File: src/sv/sequential_list_insert_remove_core_assert.svh
// Assertion macros shared by the list core modules.
// Each macro expects ports named aclk and aresetn in the module that uses it.
`ifndef SEQUENTIAL_LIST_INSERT_REMOVE_CORE_ASSERT_SVH
`define SEQUENTIAL_LIST_INSERT_REMOVE_CORE_ASSERT_SVH

// Same-cycle implication, checked outside reset.
`define SLIR_ASSERT_IMP(lbl, ante, cons, msg) \
    lbl: assert property (@(posedge aclk) disable iff (!aresetn) (ante) |-> (cons)) \
        else $error(msg);

// Next-cycle implication, checked outside reset.
`define SLIR_ASSERT_NXT(lbl, ante, cons, msg) \
    lbl: assert property (@(posedge aclk) disable iff (!aresetn) (ante) |=> (cons)) \
        else $error(msg);

`endif

File: src/sv/slir_pkg.sv
// Shared types, codes and widths of the sequential list core.
// No dependencies; every module file imports this package.
package slir_pkg;

    localparam int CAPACITY_DEF   = 32;
    localparam int ITEM_WIDTH_DEF = 16;
    localparam int DUMP_LIMIT     = 32;

    // Port field widths
    localparam int OP_W       = 3;
    localparam int POS_W      = 6;
    localparam int IN_VAL_W   = 16;
    localparam int STATUS_W   = 2;
    localparam int OUT_VAL_W  = 16;
    localparam int IDX_W      = 6;
    localparam int CNT_W      = 7;
    localparam int S_TDATA_W  = 32;
    localparam int M_TDATA_W  = 32;

    // Command queue between front and back
    localparam int QUEUE_DEPTH = 2;
    localparam int QPTR_W      = 1;
    localparam int QCNT_W      = 2;

    // Input op codes
    localparam logic [OP_W-1:0] OP_INS_HEAD = 3'd0;
    localparam logic [OP_W-1:0] OP_INS_TAIL = 3'd1;
    localparam logic [OP_W-1:0] OP_INS_AT   = 3'd2;
    localparam logic [OP_W-1:0] OP_REM_HEAD = 3'd3;
    localparam logic [OP_W-1:0] OP_REM_TAIL = 3'd4;
    localparam logic [OP_W-1:0] OP_REM_AT   = 3'd5;
    localparam logic [OP_W-1:0] OP_DUMP     = 3'd6;

    // Command classes
    localparam logic [1:0] KIND_INS  = 2'd0;
    localparam logic [1:0] KIND_REM  = 2'd1;
    localparam logic [1:0] KIND_DUMP = 2'd2;
    localparam logic [1:0] KIND_NOP  = 2'd3;

    // Position selectors
    localparam logic [1:0] SEL_HEAD = 2'd0;
    localparam logic [1:0] SEL_TAIL = 2'd1;
    localparam logic [1:0] SEL_AT   = 2'd2;

    // Result status codes
    localparam logic [STATUS_W-1:0] ST_OK      = 2'd0;
    localparam logic [STATUS_W-1:0] ST_EMPTY   = 2'd1;
    localparam logic [STATUS_W-1:0] ST_FULL    = 2'd2;
    localparam logic [STATUS_W-1:0] ST_BAD_POS = 2'd3;

    typedef struct packed {
        logic [1:0]       kind;
        logic [1:0]       sel;
        logic [POS_W-1:0] pos;
    } cmd_t;

endpackage

File: src/sv/slir_front.sv
// Front end: unpacks an input word and classifies its op into a command.
// Depends on slir_pkg.
module slir_front import slir_pkg::*; #(
    parameter int ITEM_WIDTH = ITEM_WIDTH_DEF
) (
    input  logic [S_TDATA_W-1:0]  s_tdata,  // op[2:0], position[8:3], item_value[24:9]
    output cmd_t                  cmd,
    output logic [ITEM_WIDTH-1:0] value
);

    localparam int VW = (ITEM_WIDTH > IN_VAL_W) ? ITEM_WIDTH : IN_VAL_W;

    logic [OP_W-1:0]     op;
    logic [IN_VAL_W-1:0] in_value;
    logic [VW-1:0]       value_wide;

    assign op         = s_tdata[OP_W-1:0];
    assign in_value   = s_tdata[OP_W+POS_W+IN_VAL_W-1:OP_W+POS_W];
    assign value_wide = VW'(in_value);
    // Only the low ITEM_WIDTH bits of the value are stored.
    assign value      = value_wide[ITEM_WIDTH-1:0];

    always_comb begin
        cmd.pos = s_tdata[OP_W+POS_W-1:OP_W];
        case (op)
            OP_INS_HEAD: begin cmd.kind = KIND_INS;  cmd.sel = SEL_HEAD; end
            OP_INS_TAIL: begin cmd.kind = KIND_INS;  cmd.sel = SEL_TAIL; end
            OP_INS_AT:   begin cmd.kind = KIND_INS;  cmd.sel = SEL_AT;   end
            OP_REM_HEAD: begin cmd.kind = KIND_REM;  cmd.sel = SEL_HEAD; end
            OP_REM_TAIL: begin cmd.kind = KIND_REM;  cmd.sel = SEL_TAIL; end
            OP_REM_AT:   begin cmd.kind = KIND_REM;  cmd.sel = SEL_AT;   end
            OP_DUMP:     begin cmd.kind = KIND_DUMP; cmd.sel = SEL_HEAD; end
            default:     begin cmd.kind = KIND_NOP;  cmd.sel = SEL_HEAD; end
        endcase
    end

endmodule

File: src/sv/slir_cmd_queue.sv
// Two-entry command queue that decouples the front end from the back end.
// Depends on slir_pkg and the assertion macro header.
`include "sequential_list_insert_remove_core_assert.svh"

module slir_cmd_queue import slir_pkg::*; #(
    parameter int DATA_W = 8
) (
    input  logic              aclk,
    input  logic              aresetn,
    input  logic              push_valid,
    output logic              push_ready,
    input  logic [DATA_W-1:0] push_data,
    output logic              pop_valid,
    input  logic              pop,
    output logic [DATA_W-1:0] pop_data
);

    logic [DATA_W-1:0] entry_reg [QUEUE_DEPTH];
    logic [QPTR_W-1:0] wr_ptr_reg, wr_ptr_next;
    logic [QPTR_W-1:0] rd_ptr_reg, rd_ptr_next;
    logic [QCNT_W-1:0] fill_reg, fill_next;
    logic              do_push, do_pop;

    assign push_ready = (fill_reg != QCNT_W'(QUEUE_DEPTH));
    assign pop_valid  = (fill_reg != '0);
    assign pop_data   = entry_reg[rd_ptr_reg];
    assign do_push    = push_valid && push_ready;
    assign do_pop     = pop && pop_valid;

    always_comb begin
        wr_ptr_next = do_push ? wr_ptr_reg + QPTR_W'(1) : wr_ptr_reg;
        rd_ptr_next = do_pop ? rd_ptr_reg + QPTR_W'(1) : rd_ptr_reg;
        fill_next   = fill_reg;
        if (do_push && !do_pop) begin
            fill_next = fill_reg + QCNT_W'(1);
        end else if (do_pop && !do_push) begin
            fill_next = fill_reg - QCNT_W'(1);
        end
    end

    always_ff @(posedge aclk) begin
        if (!aresetn) begin
            wr_ptr_reg <= '0;
            rd_ptr_reg <= '0;
            fill_reg   <= '0;
        end else begin
            wr_ptr_reg <= wr_ptr_next;
            rd_ptr_reg <= rd_ptr_next;
            fill_reg   <= fill_next;
        end
    end

    always_ff @(posedge aclk) begin
        if (do_push) begin
            entry_reg[wr_ptr_reg] <= push_data;
        end
    end

    `SLIR_ASSERT_IMP(a_fill_bound, 1'b1, fill_reg <= QCNT_W'(QUEUE_DEPTH), "queue overfilled")

endmodule

File: src/sv/slir_back.sv
// Back end: executes list commands against the slot memory and drives the
// result register. Depends on slir_pkg and the assertion macro header.
`include "sequential_list_insert_remove_core_assert.svh"

module slir_back import slir_pkg::*; #(
    parameter int CAPACITY   = CAPACITY_DEF,
    parameter int ITEM_WIDTH = ITEM_WIDTH_DEF
) (
    input  logic                  aclk,
    input  logic                  aresetn,
    input  logic                  q_valid,
    output logic                  q_pop,
    input  cmd_t                  q_cmd,
    input  logic [ITEM_WIDTH-1:0] q_value,
    output logic                  m_tvalid,
    input  logic                  m_tready,
    output logic [M_TDATA_W-1:0]  m_tdata,  // status[1:0], out_value[17:2], out_index[23:18],
                                            // item_count[30:24], zero[31]
    output logic                  m_tlast
);

    localparam int AW = (CAPACITY > 1) ? $clog2(CAPACITY) : 1;
    localparam int CW = $clog2(CAPACITY + 1);
    localparam int VW = (ITEM_WIDTH > OUT_VAL_W) ? ITEM_WIDTH : OUT_VAL_W;

    localparam logic [1:0] S_IDLE = 2'd0;
    localparam logic [1:0] S_WALK = 2'd1;
    localparam logic [1:0] S_FIN  = 2'd2;

    // Slot memory with one write port and a registered read port.
    logic [ITEM_WIDTH-1:0] slot_mem [CAPACITY];
    logic [ITEM_WIDTH-1:0] rd_data_reg;
    logic                  rd_en, wr_en;
    logic [AW-1:0]         rd_addr, wr_addr;
    logic [ITEM_WIDTH-1:0] wr_data;

    logic [1:0]            state_reg, state_next;
    logic [CW-1:0]         count_reg, count_next;
    logic [1:0]            kind_reg, kind_next;
    logic [AW-1:0]         tgt_reg, tgt_next;
    logic [ITEM_WIDTH-1:0] val_reg, val_next;
    logic [ITEM_WIDTH-1:0] rv_reg, rv_next;
    logic [AW-1:0]         rd_ptr_reg, rd_ptr_next;
    logic [CW-1:0]         rd_cnt_reg, rd_cnt_next;
    logic [AW-1:0]         src_reg, src_next;
    logic                  pend_reg, pend_next;
    logic                  first_reg, first_next;

    logic                  m_valid_reg, m_valid_next;
    logic [STATUS_W-1:0]   m_status_reg, m_status_next;
    logic [OUT_VAL_W-1:0]  m_value_reg, m_value_next;
    logic [IDX_W-1:0]      m_index_reg, m_index_next;
    logic [CNT_W-1:0]      m_count_reg, m_count_next;
    logic                  m_last_reg, m_last_next;

    logic                  out_free;
    logic                  emit;
    logic [STATUS_W-1:0]   e_status;
    logic [ITEM_WIDTH-1:0] e_value;
    logic [VW-1:0]         e_value_wide;
    logic [AW-1:0]         e_index;
    logic [CW-1:0]         e_count;
    logic                  e_last;

    logic [CNT_W-1:0]      cnt7, pos7, tgt7, diff7, tail7, dump_n7;
    logic                  consume, issue;

    assign out_free = !m_valid_reg || m_tready;
    assign cnt7     = CNT_W'(count_reg);
    assign pos7     = CNT_W'(q_cmd.pos);
    assign tail7    = cnt7 - CNT_W'(1);
    assign dump_n7  = (cnt7 > CNT_W'(DUMP_LIMIT)) ? CNT_W'(DUMP_LIMIT) : cnt7;
    assign diff7    = cnt7 - tgt7;

    always_comb begin
        case (q_cmd.sel)
            SEL_HEAD: tgt7 = '0;
            SEL_TAIL: begin
                if (q_cmd.kind == KIND_INS) begin
                    tgt7 = cnt7;
                end else begin
                    tgt7 = (cnt7 == '0) ? '0 : tail7;
                end
            end
            default:  tgt7 = pos7;
        endcase
    end

    always_comb begin
        state_next  = state_reg;
        count_next  = count_reg;
        kind_next   = kind_reg;
        tgt_next    = tgt_reg;
        val_next    = val_reg;
        rv_next     = rv_reg;
        rd_ptr_next = rd_ptr_reg;
        rd_cnt_next = rd_cnt_reg;
        src_next    = src_reg;
        pend_next   = pend_reg;
        first_next  = first_reg;
        q_pop       = 1'b0;
        rd_en       = 1'b0;
        rd_addr     = rd_ptr_reg;
        wr_en       = 1'b0;
        wr_addr     = tgt_reg;
        wr_data     = val_reg;
        emit        = 1'b0;
        e_status    = ST_OK;
        e_value     = '0;
        e_index     = '0;
        e_count     = count_reg;
        e_last      = 1'b1;
        consume     = 1'b0;
        issue       = 1'b0;

        case (state_reg)
            S_IDLE: begin
                if (q_valid) begin
                    kind_next = q_cmd.kind;
                    tgt_next  = tgt7[AW-1:0];
                    val_next  = q_value;
                    case (q_cmd.kind)
                        KIND_INS: begin
                            if (cnt7 >= CNT_W'(CAPACITY) || tgt7 > cnt7) begin
                                // Fullness takes precedence over a bad position.
                                if (out_free) begin
                                    emit     = 1'b1;
                                    e_status = (cnt7 >= CNT_W'(CAPACITY)) ? ST_FULL
                                                                          : ST_BAD_POS;
                                    q_pop    = 1'b1;
                                end
                            end else begin
                                q_pop       = 1'b1;
                                rd_ptr_next = tail7[AW-1:0];
                                rd_cnt_next = diff7[CW-1:0];
                                pend_next   = 1'b0;
                                state_next  = (diff7 == '0) ? S_FIN : S_WALK;
                            end
                        end
                        KIND_REM: begin
                            if (tgt7 >= cnt7) begin
                                if (out_free) begin
                                    emit     = 1'b1;
                                    e_status = ST_EMPTY;
                                    q_pop    = 1'b1;
                                end
                            end else begin
                                q_pop       = 1'b1;
                                rd_ptr_next = tgt7[AW-1:0];
                                rd_cnt_next = diff7[CW-1:0];
                                pend_next   = 1'b0;
                                first_next  = 1'b1;
                                state_next  = S_WALK;
                            end
                        end
                        KIND_DUMP: begin
                            if (cnt7 == '0) begin
                                if (out_free) begin
                                    emit     = 1'b1;
                                    e_status = ST_EMPTY;
                                    q_pop    = 1'b1;
                                end
                            end else begin
                                q_pop       = 1'b1;
                                rd_ptr_next = '0;
                                rd_cnt_next = dump_n7[CW-1:0];
                                pend_next   = 1'b0;
                                state_next  = S_WALK;
                            end
                        end
                        default: begin
                            if (out_free) begin
                                emit  = 1'b1;
                                q_pop = 1'b1;
                            end
                        end
                    endcase
                end
            end

            S_WALK: begin
                // A pending read is consumed while the next one goes out; a dump holds both while the output is busy.
                consume = pend_reg && ((kind_reg != KIND_DUMP) || out_free);
                issue   = (rd_cnt_reg != '0) && (!pend_reg || consume);
                if (consume) begin
                    case (kind_reg)
                        KIND_INS: begin
                            wr_en   = 1'b1;
                            wr_addr = src_reg + AW'(1);
                            wr_data = rd_data_reg;
                        end
                        KIND_REM: begin
                            if (first_reg) begin
                                rv_next    = rd_data_reg;
                                first_next = 1'b0;
                            end else begin
                                wr_en   = 1'b1;
                                wr_addr = src_reg - AW'(1);
                                wr_data = rd_data_reg;
                            end
                        end
                        default: begin
                            emit    = 1'b1;
                            e_value = rd_data_reg;
                            e_index = src_reg;
                            e_last  = (rd_cnt_reg == '0);
                        end
                    endcase
                end
                if (issue) begin
                    rd_en       = 1'b1;
                    src_next    = rd_ptr_reg;
                    rd_cnt_next = rd_cnt_reg - CW'(1);
                    rd_ptr_next = (kind_reg == KIND_INS) ? rd_ptr_reg - AW'(1)
                                                         : rd_ptr_reg + AW'(1);
                    pend_next   = 1'b1;
                end else if (consume) begin
                    pend_next = 1'b0;
                end
                if (rd_cnt_reg == '0 && (!pend_reg || consume)) begin
                    state_next = (kind_reg == KIND_DUMP) ? S_IDLE : S_FIN;
                end
            end

            S_FIN: begin
                if (out_free) begin
                    emit       = 1'b1;
                    e_index    = tgt_reg;
                    state_next = S_IDLE;
                    if (kind_reg == KIND_INS) begin
                        wr_en      = 1'b1;
                        count_next = count_reg + CW'(1);
                        e_count    = count_reg + CW'(1);
                    end else begin
                        e_value    = rv_reg;
                        count_next = count_reg - CW'(1);
                        e_count    = count_reg - CW'(1);
                    end
                end
            end

            default: state_next = S_IDLE;
        endcase
    end

    assign e_value_wide = VW'(e_value);

    always_comb begin
        m_valid_next  = m_valid_reg;
        m_status_next = m_status_reg;
        m_value_next  = m_value_reg;
        m_index_next  = m_index_reg;
        m_count_next  = m_count_reg;
        m_last_next   = m_last_reg;
        if (emit) begin
            m_valid_next  = 1'b1;
            m_status_next = e_status;
            m_value_next  = e_value_wide[OUT_VAL_W-1:0];
            m_index_next  = IDX_W'(e_index);
            m_count_next  = CNT_W'(e_count);
            m_last_next   = e_last;
        end else if (m_tready) begin
            m_valid_next = 1'b0;
        end
    end

    always_ff @(posedge aclk) begin
        if (!aresetn) begin
            state_reg   <= S_IDLE;
            count_reg   <= '0;
            pend_reg    <= 1'b0;
            first_reg   <= 1'b0;
            m_valid_reg <= 1'b0;
        end else begin
            state_reg   <= state_next;
            count_reg   <= count_next;
            pend_reg    <= pend_next;
            first_reg   <= first_next;
            m_valid_reg <= m_valid_next;
        end
    end

    always_ff @(posedge aclk) begin
        kind_reg     <= kind_next;
        tgt_reg      <= tgt_next;
        val_reg      <= val_next;
        rv_reg       <= rv_next;
        rd_ptr_reg   <= rd_ptr_next;
        rd_cnt_reg   <= rd_cnt_next;
        src_reg      <= src_next;
        m_status_reg <= m_status_next;
        m_value_reg  <= m_value_next;
        m_index_reg  <= m_index_next;
        m_count_reg  <= m_count_next;
        m_last_reg   <= m_last_next;
    end

    always_ff @(posedge aclk) begin
        if (wr_en) begin
            slot_mem[wr_addr] <= wr_data;
        end
        if (rd_en) begin
            rd_data_reg <= slot_mem[rd_addr];
        end
    end

    assign m_tvalid = m_valid_reg;
    assign m_tdata  = {1'b0, m_count_reg, m_index_reg, m_value_reg, m_status_reg};
    assign m_tlast  = m_last_reg;

    `SLIR_ASSERT_IMP(a_count_bound, 1'b1, count_reg <= CW'(CAPACITY), "count above capacity")
    `SLIR_ASSERT_IMP(a_pend_walk, pend_reg, state_reg == S_WALK, "read pending outside walk")
    `SLIR_ASSERT_NXT(a_count_fin, state_reg != S_FIN, $stable(count_reg),
                     "count changed outside finish")

endmodule

File: src/sv/sequential_list_insert_remove_core.sv
// A rejected op, an unused op or an empty dump is answered straight from idle; an append
// skips the walk; any other insert or remove first walks the entries from position to tail.
// A dump sends one word per cycle unless the output stalls, min(count, 32) words in all.
// The back end walks the slot memory one entry per cycle, holding while a dump's output
// stalls, and takes no new command until done; a two-entry queue lets the input run ahead.
// Reset (aresetn low, synchronous) empties the list; slot contents stay undefined.
module sequential_list_insert_remove_core import slir_pkg::*; #(
    parameter int CAPACITY   = CAPACITY_DEF,
    parameter int ITEM_WIDTH = ITEM_WIDTH_DEF
) (
    input  logic                 aclk,
    input  logic                 aresetn,
    input  logic                 s_tvalid,
    output logic                 s_tready,
    input  logic [S_TDATA_W-1:0] s_tdata,  // op[2:0], position[8:3], item_value[24:9]
    output logic                 m_tvalid,
    input  logic                 m_tready,
    output logic [M_TDATA_W-1:0] m_tdata,  // status[1:0], out_value[17:2], out_index[23:18],
                                           // item_count[30:24]
    output logic                 m_tlast
);

    localparam int QDATA_W = $bits(cmd_t) + ITEM_WIDTH;

    cmd_t                  f_cmd, q_cmd;
    logic [ITEM_WIDTH-1:0] f_value, q_value;
    logic [QDATA_W-1:0]    q_data;
    logic                  q_valid, q_pop;

    slir_front #(
        .ITEM_WIDTH(ITEM_WIDTH)
    ) u_front (
        .s_tdata(s_tdata),
        .cmd    (f_cmd),
        .value  (f_value)
    );

    slir_cmd_queue #(
        .DATA_W(QDATA_W)
    ) u_queue (
        .aclk      (aclk),
        .aresetn   (aresetn),
        .push_valid(s_tvalid),
        .push_ready(s_tready),
        .push_data ({f_value, f_cmd}),
        .pop_valid (q_valid),
        .pop       (q_pop),
        .pop_data  (q_data)
    );

    assign q_cmd   = q_data[$bits(cmd_t)-1:0];
    assign q_value = q_data[QDATA_W-1:$bits(cmd_t)];

    slir_back #(
        .CAPACITY  (CAPACITY),
        .ITEM_WIDTH(ITEM_WIDTH)
    ) u_back (
        .aclk    (aclk),
        .aresetn (aresetn),
        .q_valid (q_valid),
        .q_pop   (q_pop),
        .q_cmd   (q_cmd),
        .q_value (q_value),
        .m_tvalid(m_tvalid),
        .m_tready(m_tready),
        .m_tdata (m_tdata),
        .m_tlast (m_tlast)
    );

endmodule
File: config.mk
export PLATFORM = sky130hd
export DESIGN_NAME = sequential_list_insert_remove_core
export DESIGN_NICKNAME = d
export VERILOG_FILES = /design/src/sv/slir_pkg.sv /design/src/sv/slir_front.sv /design/src/sv/slir_cmd_queue.sv /design/src/sv/slir_back.sv /design/src/sv/sequential_list_insert_remove_core.sv
export VERILOG_INCLUDE_DIRS = /design/src /design/src/sv
export SDC_FILE = /design/constraint.sdc
export NUM_CORES = 1
export LEC_CHECK = 0
export BUFFER_PORTS_ARGS = -buffer_cell sky130_fd_sc_hd__buf_2
export CAP_MARGIN = 20
export CORE_UTILIZATION = 40
export DETAILED_ROUTE_END_ITERATION = 16
export SETUP_SLACK_MARGIN = 0.3
export SYNTH_ARGS = -nofsm -noshare
export SYNTH_HDL_FRONTEND = slang
export SYNTH_HIERARCHICAL = 1
export SYNTH_SLANG_ARGS = --single-unit
File: constraint.sdc
create_clock -name aclk -period 12.6 [get_ports aclk]
set_input_delay 1.26 -clock aclk [delete_from_list [all_inputs] [get_ports aclk]]
set_output_delay 1.26 -clock aclk [all_outputs]
set_load 0.05 [all_outputs]
# Word-level counts from Yosys, hierarchy flattened
# Memory sizes are Yosys's and may differ from the RTL's. A register that Yosys moved wholly into a read port is not among the register bits.
# Index checks and enable logic that the tools add are counted.
[word_totals]
ff_bits = 100
ram_bits = 564
out_inout_bits = 35
word_cells = 210
n_memories = 2
[memory_table]
columns = ["memory", "words", "word_bits", "rd", "rd_ports_with_merged_regs", "wr", "line", "source"]
rows = [
  ["u_back.slot_mem", 32, 16, 1, 1, 1, "slir_back.sv:31", "logic [ITEM_WIDTH-1:0] slot_mem [CAPACITY];"],
  ["u_queue.entry_reg", 2, 26, 1, 1, 1, "slir_cmd_queue.sv:18", "logic [DATA_W-1:0] entry_reg [QUEUE_DEPTH];"],
]
[op_classes]
addsub = 13
magnitude_cmp = 4
eq_ne = 28
muxes = 104
n_bitwise = 2
n_reduce_logical = 37
[op_table]
columns = ["op", "count"]
rows = [
  ["two-way mux 16 bit", 7],
  ["case mux 16 bit (2 select lines)", 2],
  ["two-way mux 5 bit", 12],
  ["two-way mux 6 bit", 9],
  ["two-way mux 1 bit", 40],
  ["case mux 5 bit (2 select lines)", 3],
  ["case mux 4 bit (7 select lines)", 1],
  ["two-way mux 2 bit", 13],
  ["AND reduction 7 bit", 3],
  ["case mux 2 bit (3 select lines)", 3],
  ["case mux 6 bit (3 select lines)", 1],
  ["case mux 5 bit (3 select lines)", 1],
  ["logical NOT 7 bit", 2],
  ["two-way mux 7 bit", 2],
  ["case mux 7 bit (2 select lines)", 1],
  ["!= test 2 bit, second input constant", 6],
  ["case mux 1 bit (3 select lines)", 4],
  ["case mux 6 bit (2 select lines)", 1],
  ["subtractor 6 x 1 -> 6 bit, second input constant", 2],
  ["adder 5 x 1 -> 5 bit, second input constant", 2],
  ["subtractor 5 x 1 -> 5 bit, second input constant", 2],
  ["== test 3 bit, second input constant", 3],
  ["!= test 3 bit, second input constant", 3],
  ["== test 2 x 1 -> 1 bit, second input constant", 4],
  ["31 further kinds", 61],
]

# Logic depth before layout (Yosys ltp)
# Gate-level depths: netlist (run 1).
[depth]
word_depth = 14
mapped_depth = 23
ltp_nobuf = 20

# By module
# The synthesis (run 1) kept the hierarchy.
[modules_own_cells]
columns = ["module", "instances", "cells_per_inst", "area_each_um2"]
rows = [
  ["slir_back", 1, 1336, 25529.5],
  ["slir_cmd_queue", 1, 105, 2112.0],
  ["slir_front", 1, 29, 219.0],
]

# Worst setup path after synthesis (run 1)
# OpenSTA, ideal clock, no wires.
[synth_path]
path_kind = "reg2reg"
startpoint = "reg with a tool-made name"
endpoint = "reg u_back.m_count_reg[0] (enable)"
setup_ns = 0.425
arrival_time_ns = 4.185
slack_ns = 7.989
stages_incl_launch_ff = 19
period_less_slack_ns = 4.611
path_cell_list = "dfxtp_1 > buf_2 > buf_2 > mux2_2 > inv_1 > ha_1 > clkbuf_1 > nor4_1 > xnor2_1 > nor2_1 > a21oi_2 > ha_1 > clkbuf_1 > nand3_1 > or2_2 > o211ai_1 > a21oi_1 > nand3_1 > o2bb2ai_1"
[synth_rtl]
columns = ["item", "line", "source"]
rows = [
  ["end signal: assignment", "slir_back.sv:294", "m_count_reg <= m_count_next;"],
  ["end: declaration", "slir_back.sv:53", "logic [CNT_W-1:0] m_count_reg, m_count_next;"],
]

==> results by group, run 1 <==
Worst setup path
  – Classification of the worst setup path: reg -> reg
  – Cell type of the slowest stage on the worst timing path: sky130_fd_sc_hd__nor4b_1
  – Gate family responsible for the most delay along the worst path: compound AO/OA/AOI/OAI gates
  – Cell-by-cell listing of the critical path: buf_4, mux2_2, inv_1, ha_1, nor4b_1, xnor2_1, o21ai_1, inv_1, ha_1, a21oi_1, o21bai_1, o21ai_1, o21ai_0, o211ai_1, a221oi_1, o21ai_1, ha_1, or3_1, a21boi_1
  – WP buf/inv: 3
  – Worst stage delay on the critical path: 630 ps
  – Required time worst endpoint: 13130 ps
  – Worst R2R Setup Slack: 7240 ps
  – CP endpoint kind: register
  – Startpoint class of the critical path: register
  – Critical Path AT: 5880 ps
  – Max FO, Critical Path: 26

Pwr
  – Net switching power: 2.58 mW
  – Proportion of power drawn by combinational gates: 34.0%
  – Clk pwr share: 25.1%
  – Cell-internal power: 5.19 mW
  – Sequential group share of total power: 40.9%
  – Switching power as a share of total power: 33.2%
  – Power per standard cell area: 247 nW/um2
  – Leak pwr: 10.1 nW
  – Maximum VDD drop: 0.000221 V

Route
  – # DRC: 0
  – Initial DRC Count: 1438
  – Vias per inst: 5.42
  – Detail-routed net length per standard cell: 24.4 um
  – Antenna Violating Nets Remaining: 0
  – Detailed Routing Iterations Pass 1: 8
  – WL final: 62000 um
  – Vias post-DR: 13800

Layout
  – Antenna Cells: 0
  – Layout Nets: 1626
  – Layout-stage area growth over the synthesis result: 13.0%
  – Max reg flops: 512
  – Design Area, Final: 31500 um2
  – Share of layout cells above drive strength 1: 26.6%

Clock network
  – Clock Root Buffer: sky130_fd_sc_hd__clkbuf_16
  – Depth of the CTS H-tree: 3
  – Clock network latency to the later pin of the worst-skew pair: 600 ps
  – Number of hold buffers added after CTS: 0
  – Number of clock sinks seen by CTS: 681
  – CTS buffer count: 72
  – Resized Gates After CTS: 0
  – Setup Fix Bufs, Post-CTS: 0
  – Maximum root-to-sink buffer count: 3
  – CTS tree: done
  – Clock transition time at the flip-flop clock pins of the worst setup and hold paths: 60 ps

Logic synthesis
  – Average size of a mapped cell: 19.0 um2
  – Top cells by area, synth: sky130_fd_sc_hd__edfxtp_1 72%, sky130_fd_sc_hd__mux4_2 13%, sky130_fd_sc_hd__mux2_2 1.8%
  – Summed instance area of the synthesized netlist: 27900 um2
  – Post-synthesis xor/xnor area fraction: 1.07%
  – Number of flops mapped to enable cells by yosys: 665
  – Fraction of post-synthesis cell area in the top cell type by area: 71.7%
  – Number of warning messages in the yosys log: 6
  – Async set or reset register ratio after synthesis: 0%
  – Main combinational cell family by area after synthesis: multiplexers
  – Compound-gate portion of the synthesized area: 2.98%
  – Basic-gate share of the synthesized area counting and, or, nand and nor cells: 4.43%
  – Post-synthesis sequential area ratio: 72.8%
  – Multiplexer share of the synthesized area: 14.8%
  – Post-synth top area cell: sky130_fd_sc_hd__edfxtp_1
  – Cell count after synthesis: 1470
  – Number of unique standard cell types used by synthesis: 68
  – Adder-cell share of the synthesized area: 1.47%
  – Number of synthesized register bits: 681
  – Predominant post-synthesis flop cell: sky130_fd_sc_hd__edfxtp_1

Outcome
  – Status: complete, no violations

Floorplanning
  – Initial cell density of the core: 40.6%
  – Number of I/O pins: 71
  – Die boundary width: 266 um
  – Placement Rows: 96
  – Die extent in y: 266 um
  – CORE AREA: 68700 um2
  – Die ar.: 70700 um2

Global route
  – Global-route wire length before repair: 91300 um
  – Total global-route track usage: 17.7%
  – Number of global-route vias before repair: 14000
  – Global Route met2 Usage: 29.0%
  – GR met3 Demand/Resource: 3.64%
  – Number of antenna violations at the first check in global routing: 0
  – Peak-usage layer in the global routing report: met2
  – Overflow left after global routing: 0
  – Global-route met1 utilization: 24.4%
  – Maximum number of pins on one net before global-route repair: 132

STA
  – Post-layout minimum cycle time: 5360 ps
  – Final setup skew: 19.5 ps
  – Max-slew headroom at the worst pin: 26.8%
  – Unrepaired setup endpoints after global routing: false
  – Worst-margin pin slew: 1100 ps
  – Final count of pins violating max slew: 0
  – Final worst path period share: 42.5%
  – Count of final hold-check violations: 0
  – Setup_tns: 0 ps
  – Maximum frequency from static timing analysis: 187 MHz
  – Total of endpoints with negative setup slack in the final report: 0

Placement
  – Placement Cell Area: 29200 um2
  – Gpl congestion: 0.844
  – IO buf count: 60
  – Dpl hpwl: 35600 um

Min path
  – Worst hold-check path type: reg -> reg

Job
  – Max-capacitance violation count: 0
==> worst paths after layout <==
path                               to                   start  cells after the start
hold / removal      u_back/rv_reg[14]  u_back/rd_data_reg[14]                      0
setup / recovery  u_queue/fill_reg[1]                register                     19
hold reg to reg     u_back/rv_reg[14]  u_back/rd_data_reg[14]                      0
setup reg to reg  u_queue/fill_reg[1]                register                     19
==> kinds of logic (layout without fill, tap and decap cells) <==
kind of cell	after synthesis	after routing
AO/OA/AOI/OAI	122	122
XOR/XNOR	34	34
adder cells (fa/ha/maj)	31	31
buffers and inverters	128	267
flip-flops	681	681
multiplexers	207	207
other	1	3
AND/OR/NAND/NOR	266	266
==> power groups by stage <==
stage	clock (mW)	combinational (mW)	sequential (mW)
2_1_floorplan	0	1.78	3.34
3_3_place_gp	0	2.59	3.22
3_5_place_dp	0	2.63	3.22
4_1_cts	2.00	2.64	3.18
5_1_grt	2.08	2.86	3.19
6_report	1.95	2.64	3.18
==> worst register-to-register path, cell delays in order, from the launching register on <==
cell	delay, ps
sky130_fd_sc_hd__dfxtp_1	300
sky130_fd_sc_hd__buf_4	330
sky130_fd_sc_hd__mux2_2	310
sky130_fd_sc_hd__inv_1	80
sky130_fd_sc_hd__ha_1	340
sky130_fd_sc_hd__nor4b_1	630
sky130_fd_sc_hd__xnor2_1	140
sky130_fd_sc_hd__o21ai_1	320
sky130_fd_sc_hd__inv_1	80
sky130_fd_sc_hd__ha_1	390
sky130_fd_sc_hd__a21oi_1	90
sky130_fd_sc_hd__o21bai_1	360
sky130_fd_sc_hd__o21ai_1	250
sky130_fd_sc_hd__o21ai_0	200
sky130_fd_sc_hd__o211ai_1	110
sky130_fd_sc_hd__a221oi_1	340
sky130_fd_sc_hd__o21ai_1	170
sky130_fd_sc_hd__ha_1	350
sky130_fd_sc_hd__or3_1	350
sky130_fd_sc_hd__a21boi_1	140
==> area by class of cell <==
| cell class | instances | area [um2] |
|---|---|---|
| clock buffers | 89 | 1890 |
| clock inverters | 37 | 278 |
| fillers | 5840 | 37200 |
| inverters | 33 | 124 |
| multi-input cells | 663 | 6970 |
| flip-flops and latches | 681 | 20300 |
| well taps | 931 | 1160 |
| repair buffers | 108 | 766 |
==> metrics by stage <==
| stage | hold slack [ps] | total power, mW | utilization, % | cells | worst slack, ps |
|---|---|---|---|---|---|
| 2_1_floorplan | 424 | 5.11 | - | 1472 | 7990 |
| 3_3_place_gp | 460 | 5.80 | 42.5 | 2412 | 7440 |
| 3_5_place_dp | 481 | 5.86 | 42.5 | 2412 | 7390 |
| 4_1_cts | 485 | 7.82 | 45.7 | 2538 | 7340 |
| 5_1_grt | 505 | 8.13 | 45.8 | 2542 | 6850 |
| 6_report | 491 | 7.77 | 45.8 | 2542 | 7240 |
==> routing by layer <==
metal | wire length (um) | vias up
met2 | 30700 | 448
met3 | 4000 | 72
met1 | 26200 | 7206
met5 | 0 | -
met4 | 1040 | 0
li1 | - | 6043
==> synth_stat cells, types with 3 or more instances <==
| library cell | count |
|---|---|
| sky130_fd_sc_hd__edfxtp_1 | 665 |
| sky130_fd_sc_hd__mux4_2 | 160 |
| sky130_fd_sc_hd__nor2_1 | 91 |
| sky130_fd_sc_hd__nand2_1 | 82 |
| sky130_fd_sc_hd__mux2_2 | 44 |
| sky130_fd_sc_hd__clkbuf_1 | 43 |
| sky130_fd_sc_hd__a21oi_1 | 32 |
| sky130_fd_sc_hd__inv_1 | 30 |
| sky130_fd_sc_hd__ha_1 | 28 |
| sky130_fd_sc_hd__buf_4 | 25 |
| sky130_fd_sc_hd__xnor2_1 | 25 |
| sky130_fd_sc_hd__a22oi_1 | 22 |
| sky130_fd_sc_hd__nand3_1 | 17 |
| sky130_fd_sc_hd__dfxtp_1 | 16 |
| sky130_fd_sc_hd__o21ai_0 | 14 |
| sky130_fd_sc_hd__and2_1 | 13 |
| sky130_fd_sc_hd__nor3_1 | 12 |
| sky130_fd_sc_hd__buf_2 | 10 |
| sky130_fd_sc_hd__buf_6 | 10 |
| sky130_fd_sc_hd__nand3b_1 | 10 |
| sky130_fd_sc_hd__xor2_1 | 9 |
| sky130_fd_sc_hd__a311oi_1 | 7 |
| sky130_fd_sc_hd__buf_1 | 7 |
| sky130_fd_sc_hd__a211oi_1 | 6 |
| sky130_fd_sc_hd__nand2b_1 | 6 |
| sky130_fd_sc_hd__nor2b_1 | 6 |
| sky130_fd_sc_hd__o21ai_1 | 6 |
| sky130_fd_sc_hd__or3_1 | 6 |
| sky130_fd_sc_hd__o211ai_1 | 5 |
| sky130_fd_sc_hd__a21o_1 | 4 |
| sky130_fd_sc_hd__and3_1 | 4 |
| sky130_fd_sc_hd__fa_1 | 3 |
| sky130_fd_sc_hd__nor3b_1 | 3 |
| sky130_fd_sc_hd__nor4_1 | 3 |
| sky130_fd_sc_hd__o21a_1 | 3 |
| sky130_fd_sc_hd__or2_2 | 3 |
==> layout by cell type (no fill, tap or decap), types with 4 or more instances in the layout <==
master | Yosys | layout
sky130_fd_sc_hd__nand3_1 | 17 | 17
sky130_fd_sc_hd__a311oi_1 | 7 | 7
sky130_fd_sc_hd__nor3_1 | 12 | 12
sky130_fd_sc_hd__a22oi_1 | 22 | 22
sky130_fd_sc_hd__a211oi_1 | 6 | 6
sky130_fd_sc_hd__inv_1 | 30 | 30
sky130_fd_sc_hd__mux2_2 | 44 | 44
sky130_fd_sc_hd__o211ai_1 | 5 | 5
sky130_fd_sc_hd__mux4_2 | 160 | 160
sky130_fd_sc_hd__buf_2 | 10 | 60
sky130_fd_sc_hd__edfxtp_1 | 665 | 665
sky130_fd_sc_hd__clkinv_1 | 2 | 20
sky130_fd_sc_hd__nor2_2 | 0 | 10
sky130_fd_sc_hd__nor2b_1 | 6 | 6
sky130_fd_sc_hd__and2_1 | 13 | 13
sky130_fd_sc_hd__clkinv_2 | 0 | 10
sky130_fd_sc_hd__clkinv_8 | 0 | 4
sky130_fd_sc_hd__a21oi_1 | 32 | 30
sky130_fd_sc_hd__a21o_1 | 4 | 4
sky130_fd_sc_hd__buf_16 | 0 | 4
sky130_fd_sc_hd__clkbuf_16 | 0 | 73
sky130_fd_sc_hd__nand3b_1 | 10 | 10
sky130_fd_sc_hd__and3_1 | 4 | 4
sky130_fd_sc_hd__ha_1 | 28 | 28
sky130_fd_sc_hd__dfxtp_1 | 16 | 16
sky130_fd_sc_hd__or3_1 | 6 | 6
sky130_fd_sc_hd__xor2_1 | 9 | 9
sky130_fd_sc_hd__nand2b_1 | 6 | 6
sky130_fd_sc_hd__buf_4 | 25 | 42
sky130_fd_sc_hd__nor2_1 | 91 | 81
sky130_fd_sc_hd__o21ai_1 | 6 | 6
sky130_fd_sc_hd__o21ai_0 | 14 | 14
sky130_fd_sc_hd__nand2_1 | 82 | 82
sky130_fd_sc_hd__xnor2_1 | 25 | 25
sky130_fd_sc_hd__clkbuf_1 | 43 | 16
(Power assumes the default switching activity.)
==> run 2: changes to the inputs <==
==> constraint.sdc (replaced) <==
create_clock -name aclk -period 4.8 [get_ports aclk]
set_input_delay 0.48 -clock aclk [delete_from_list [all_inputs] [get_ports aclk]]
set_output_delay 0.48 -clock aclk [all_outputs]
set_load 0.05 [all_outputs]
==> run 2 against run 1 <==
Compared with the run above:
- wire length rose by 2.3%
- highest routed layer unchanged
- final area rose by 1.2%
- non-clock buffer count rose by 13
- via count rose by 1.6%
- sequential share of layout area fell by 0.78 points
- utilization rose by 0.56 points
- clock power rose to 2.8 times the previous value
- largest cell class unchanged
- critical path depth fell by 2
- count of clock-buffer cells in the layout fell by 3
- worst hold slack got worse by 420 ps
- cell count rose by 0.47%
==> results by group, run 2 (synthesis gave the netlist of run 1 again) <==
Outcome
  – Status: complete, no violations (unchanged)

Global route
  – Total global-route track usage: 18.2% (was 17.7%)
  – Maximum number of pins on one net before global-route repair: 132 (unchanged)
  – Global-route wire length before repair: 93600 um (was 91300 um)
  – Number of global-route vias before repair: 14100 (was 14000)
  – Number of antenna violations at the first check in global routing: 0 (unchanged)
  – Overflow left after global routing: 0 (unchanged)

Clock network
  – CTS buffer count: 70 (was 72)
  – Clock transition time at the flip-flop clock pins of the worst setup and hold paths: 60 ps (about the same)
  – Maximum root-to-sink buffer count: 3 (unchanged)
  – Clock network latency to the later pin of the worst-skew pair: 600 ps (about the same)
  – CTS tree: done (unchanged)
  – Clock Root Buffer: sky130_fd_sc_hd__clkbuf_16 (unchanged)
  – Number of hold buffers added after CTS: 0 (unchanged)
  – Depth of the CTS H-tree: 3 (unchanged)
  – Number of clock sinks seen by CTS: 681 (unchanged)

STA
  – Final setup slack of the worst path: 611 ps (was 7240 ps)
  – Total of endpoints with negative setup slack in the final report: 0 (unchanged)
  – Max-slew headroom at the worst pin: 24.1% (was 26.8%)
  – Final worst path period share: 87.3% (was 42.5%)
  – Maximum frequency from static timing analysis: 239 MHz (was 187 MHz)
  – Worst hold slack: 75.0 ps (was 491 ps)
  – Final setup skew: 18.5 ps (was 19.5 ps)
  – Final count of pins violating max slew: 0 (unchanged)
  – Unrepaired setup endpoints after global routing: false (unchanged)
  – Count of final hold-check violations: 0 (unchanged)
  – Worst-margin pin slew: 1140 ps (was 1100 ps)
  – Setup_tns: 0 ps (unchanged)
  – Post-layout minimum cycle time: 4190 ps (was 5360 ps)

Floorplanning
  – CORE AREA: 68700 um2 (unchanged)
  – Die boundary width: 266 um (unchanged)
  – Number of I/O pins: 71 (unchanged)
  – Die extent in y: 266 um (unchanged)
  – Initial cell density of the core: 40.6% (unchanged)
  – Die ar.: 70700 um2 (unchanged)
  – Placement Rows: 96 (unchanged)

Job
  – Max-capacitance violation count: 0 (unchanged)

Worst setup path
  – Cell with the most instances on the worst path: sky130_fd_sc_hd__ha_1
  – Cell-by-cell listing of the critical path: inv_1, ha_1, or3b_4, o41ai_4, nor2_1, a21oi_2, ha_2, nand3_1, a21oi_4, o21ai_2, o21ai_0, o211ai_1, a221oi_2, o21ai_1, ha_1, or3_1, a21boi_1 (was buf_4, mux2_2, inv_1, ha_1, nor4b_1, xnor2_1, o21ai_1, inv_1, ha_1, a21oi_1, o21bai_1, o21ai_1, o21ai_0, o211ai_1, a221oi_1, o21ai_1, ha_1, or3_1, a21boi_1)
  – Worst R2R Path Depth: 17 (was 19)
  – Max FO, Critical Path: 7 (was 26)
  – Worst stage delay on the critical path: 430 ps (was 630 ps)
  – Required time worst endpoint: 5320 ps (was 13130 ps)
  – Startpoint class of the critical path: register (unchanged)
  – Classification of the worst setup path: reg -> reg (unchanged)
  – Critical Path AT: 4710 ps (was 5880 ps)
  – Instance count on the critical path: 17 (was 19)
  – WP buf/inv: 1 (was 3)
  – CP endpoint kind: register (unchanged)
  – Cell type of the slowest stage on the worst timing path: sky130_fd_sc_hd__or3b_4 (was sky130_fd_sc_hd__nor4b_1)
  – Gate family responsible for the most delay along the worst path: compound AO/OA/AOI/OAI gates (unchanged)

Placement
  – IO buf count: 60 (unchanged)
  – Worst slack at placement: 6.99 ps (was 7390 ps)
  – Dpl hpwl: 36700 um (was 35600 um)
  – Gpl congestion: 0.870 (was 0.844)

Route
  – Detailed-routing wirelength on met1: 27200 um (was 26200 um)
  – Detail-routed net length per standard cell: 24.8 um (was 24.4 um)
  – Vias post-DR: 14000 (was 13800)
  – WL final: 63400 um (was 62000 um)
  – Vias per inst: 5.48 (was 5.42)
  – Antenna Violating Nets Remaining: 0 (unchanged)
  – Detailed Routing Iterations Pass 1: 5 (was 8)
  – Uppermost layer routed: met4 (unchanged)
  – Met3 Wirelength: 3900 um (was 4000 um)
  – Routed length on met2: 31100 um (was 30700 um)
  – Initial DRC Count: 1255 (was 1438)
  – # DRC: 0 (unchanged)

Layout
  – Most frequent standard cell in the layout excluding fill and tap cells: sky130_fd_sc_hd__edfxtp_1 (unchanged)
  – Share of layout cells above drive strength 1: 29.3% (was 26.6%)
  – Layout Nets: 1637 (was 1626)
  – Layout-stage area growth over the synthesis result: 14.4% (was 13.0%)
  – Most frequent cells in the layout: 665 x sky130_fd_sc_hd__edfxtp_1, 160 x sky130_fd_sc_hd__mux4_2, 82 x sky130_fd_sc_hd__nand2_1 (unchanged)
  – Max reg flops: 512 (unchanged)

Min path
  – Hold Path Cell Cnt: 1 (was 0)
  – Worst hold-check path type: in -> reg (was reg -> reg)

Pwr
  – Maximum VDD drop: 0.000475 V (was 0.000221 V)
  – Sum of internal, switching and leakage power: 21.0 mW (was 7.77 mW)
  – Power per standard cell area: 660 nW/um2 (was 247 nW/um2)
  – Leak pwr: 10.3 nW (was 10.1 nW)
## run 2: changes by cell type in the layout (fill, tap and decap cells not counted), moves of 4 or more
cell                        change
sky130_fd_sc_hd__buf_4         +10
sky130_fd_sc_hd__bufinv_16      +5
sky130_fd_sc_hd__clkbuf_1       -5
sky130_fd_sc_hd__clkinv_1       -6
sky130_fd_sc_hd__clkinv_8       -4
sky130_fd_sc_hd__nor2_1        -13
sky130_fd_sc_hd__nor2_2        +13
## run 2: through the flow
step                instance area [um2]  cells  util [%]
floorplan                         27900   1472         -
global placement                  29300   2420      42.6
detailed placement                29300   2422      42.7
CTS                               31700   2546      46.1
global route                      31900   2553      46.4
finish                            31900   2554      46.4
## run 2: what timing repair did
action,4_1_cts,5_1_grt
gates resized for setup,8,10
buffers inserted,0,1
pin swaps,0,1
endpoints found under the setup margin,2,2
## run 2: layout make-up
cell class | count | area (um2)
antenna | 1 | 2.50
clock inverter | 38 | 384
sequential | 681 | 20300
multi-input combinational | 663 | 7090
inverter | 33 | 124
fill | 5767 | 36800
timing repair buffer | 121 | 911
clock buffer | 86 | 1900
tap | 931 | 1160
## run 2: worst reg2reg max path: stages (launching register included)
cell                       delay [ps]
sky130_fd_sc_hd__dfxtp_1          310
sky130_fd_sc_hd__inv_1            150
sky130_fd_sc_hd__ha_1             190
sky130_fd_sc_hd__or3b_4           430
sky130_fd_sc_hd__o41ai_4          420
sky130_fd_sc_hd__nor2_1           110
sky130_fd_sc_hd__a21oi_2          200
sky130_fd_sc_hd__ha_2             270
sky130_fd_sc_hd__nand3_1          160
sky130_fd_sc_hd__a21oi_4          210
sky130_fd_sc_hd__o21ai_2          120
sky130_fd_sc_hd__o21ai_0          180
sky130_fd_sc_hd__o211ai_1         140
sky130_fd_sc_hd__a221oi_2         240
sky130_fd_sc_hd__o21ai_1          150
sky130_fd_sc_hd__ha_1             330
sky130_fd_sc_hd__or3_1            350
sky130_fd_sc_hd__a21boi_1         150
## run 2: where the power goes
part,internal (mW),switching [mW]
registers,8.01,0.341
clock network,3.19,2.23
logic,2.85,4.42
## run 2: final timing paths
check | startpoint | end | slack (ps)
hold / removal | s_tdata[17] | u_queue/entry_reg[1][18] | 80
hold reg to reg | u_back/rd_data_reg[8] | u_back/rv_reg[8] | 490
setup reg to reg | u_back/count_reg[1] | u_queue/fill_reg[1] | 610
setup / recovery | u_back/count_reg[1] | u_queue/fill_reg[1] | 610
## run 2: routing by layer
layer,vias to the layer above,track usage [%]
met4,0,4.24
met5,-,0
met1,7405,25.5
met3,88,3.10
li1,6063,-
met2,439,29.8
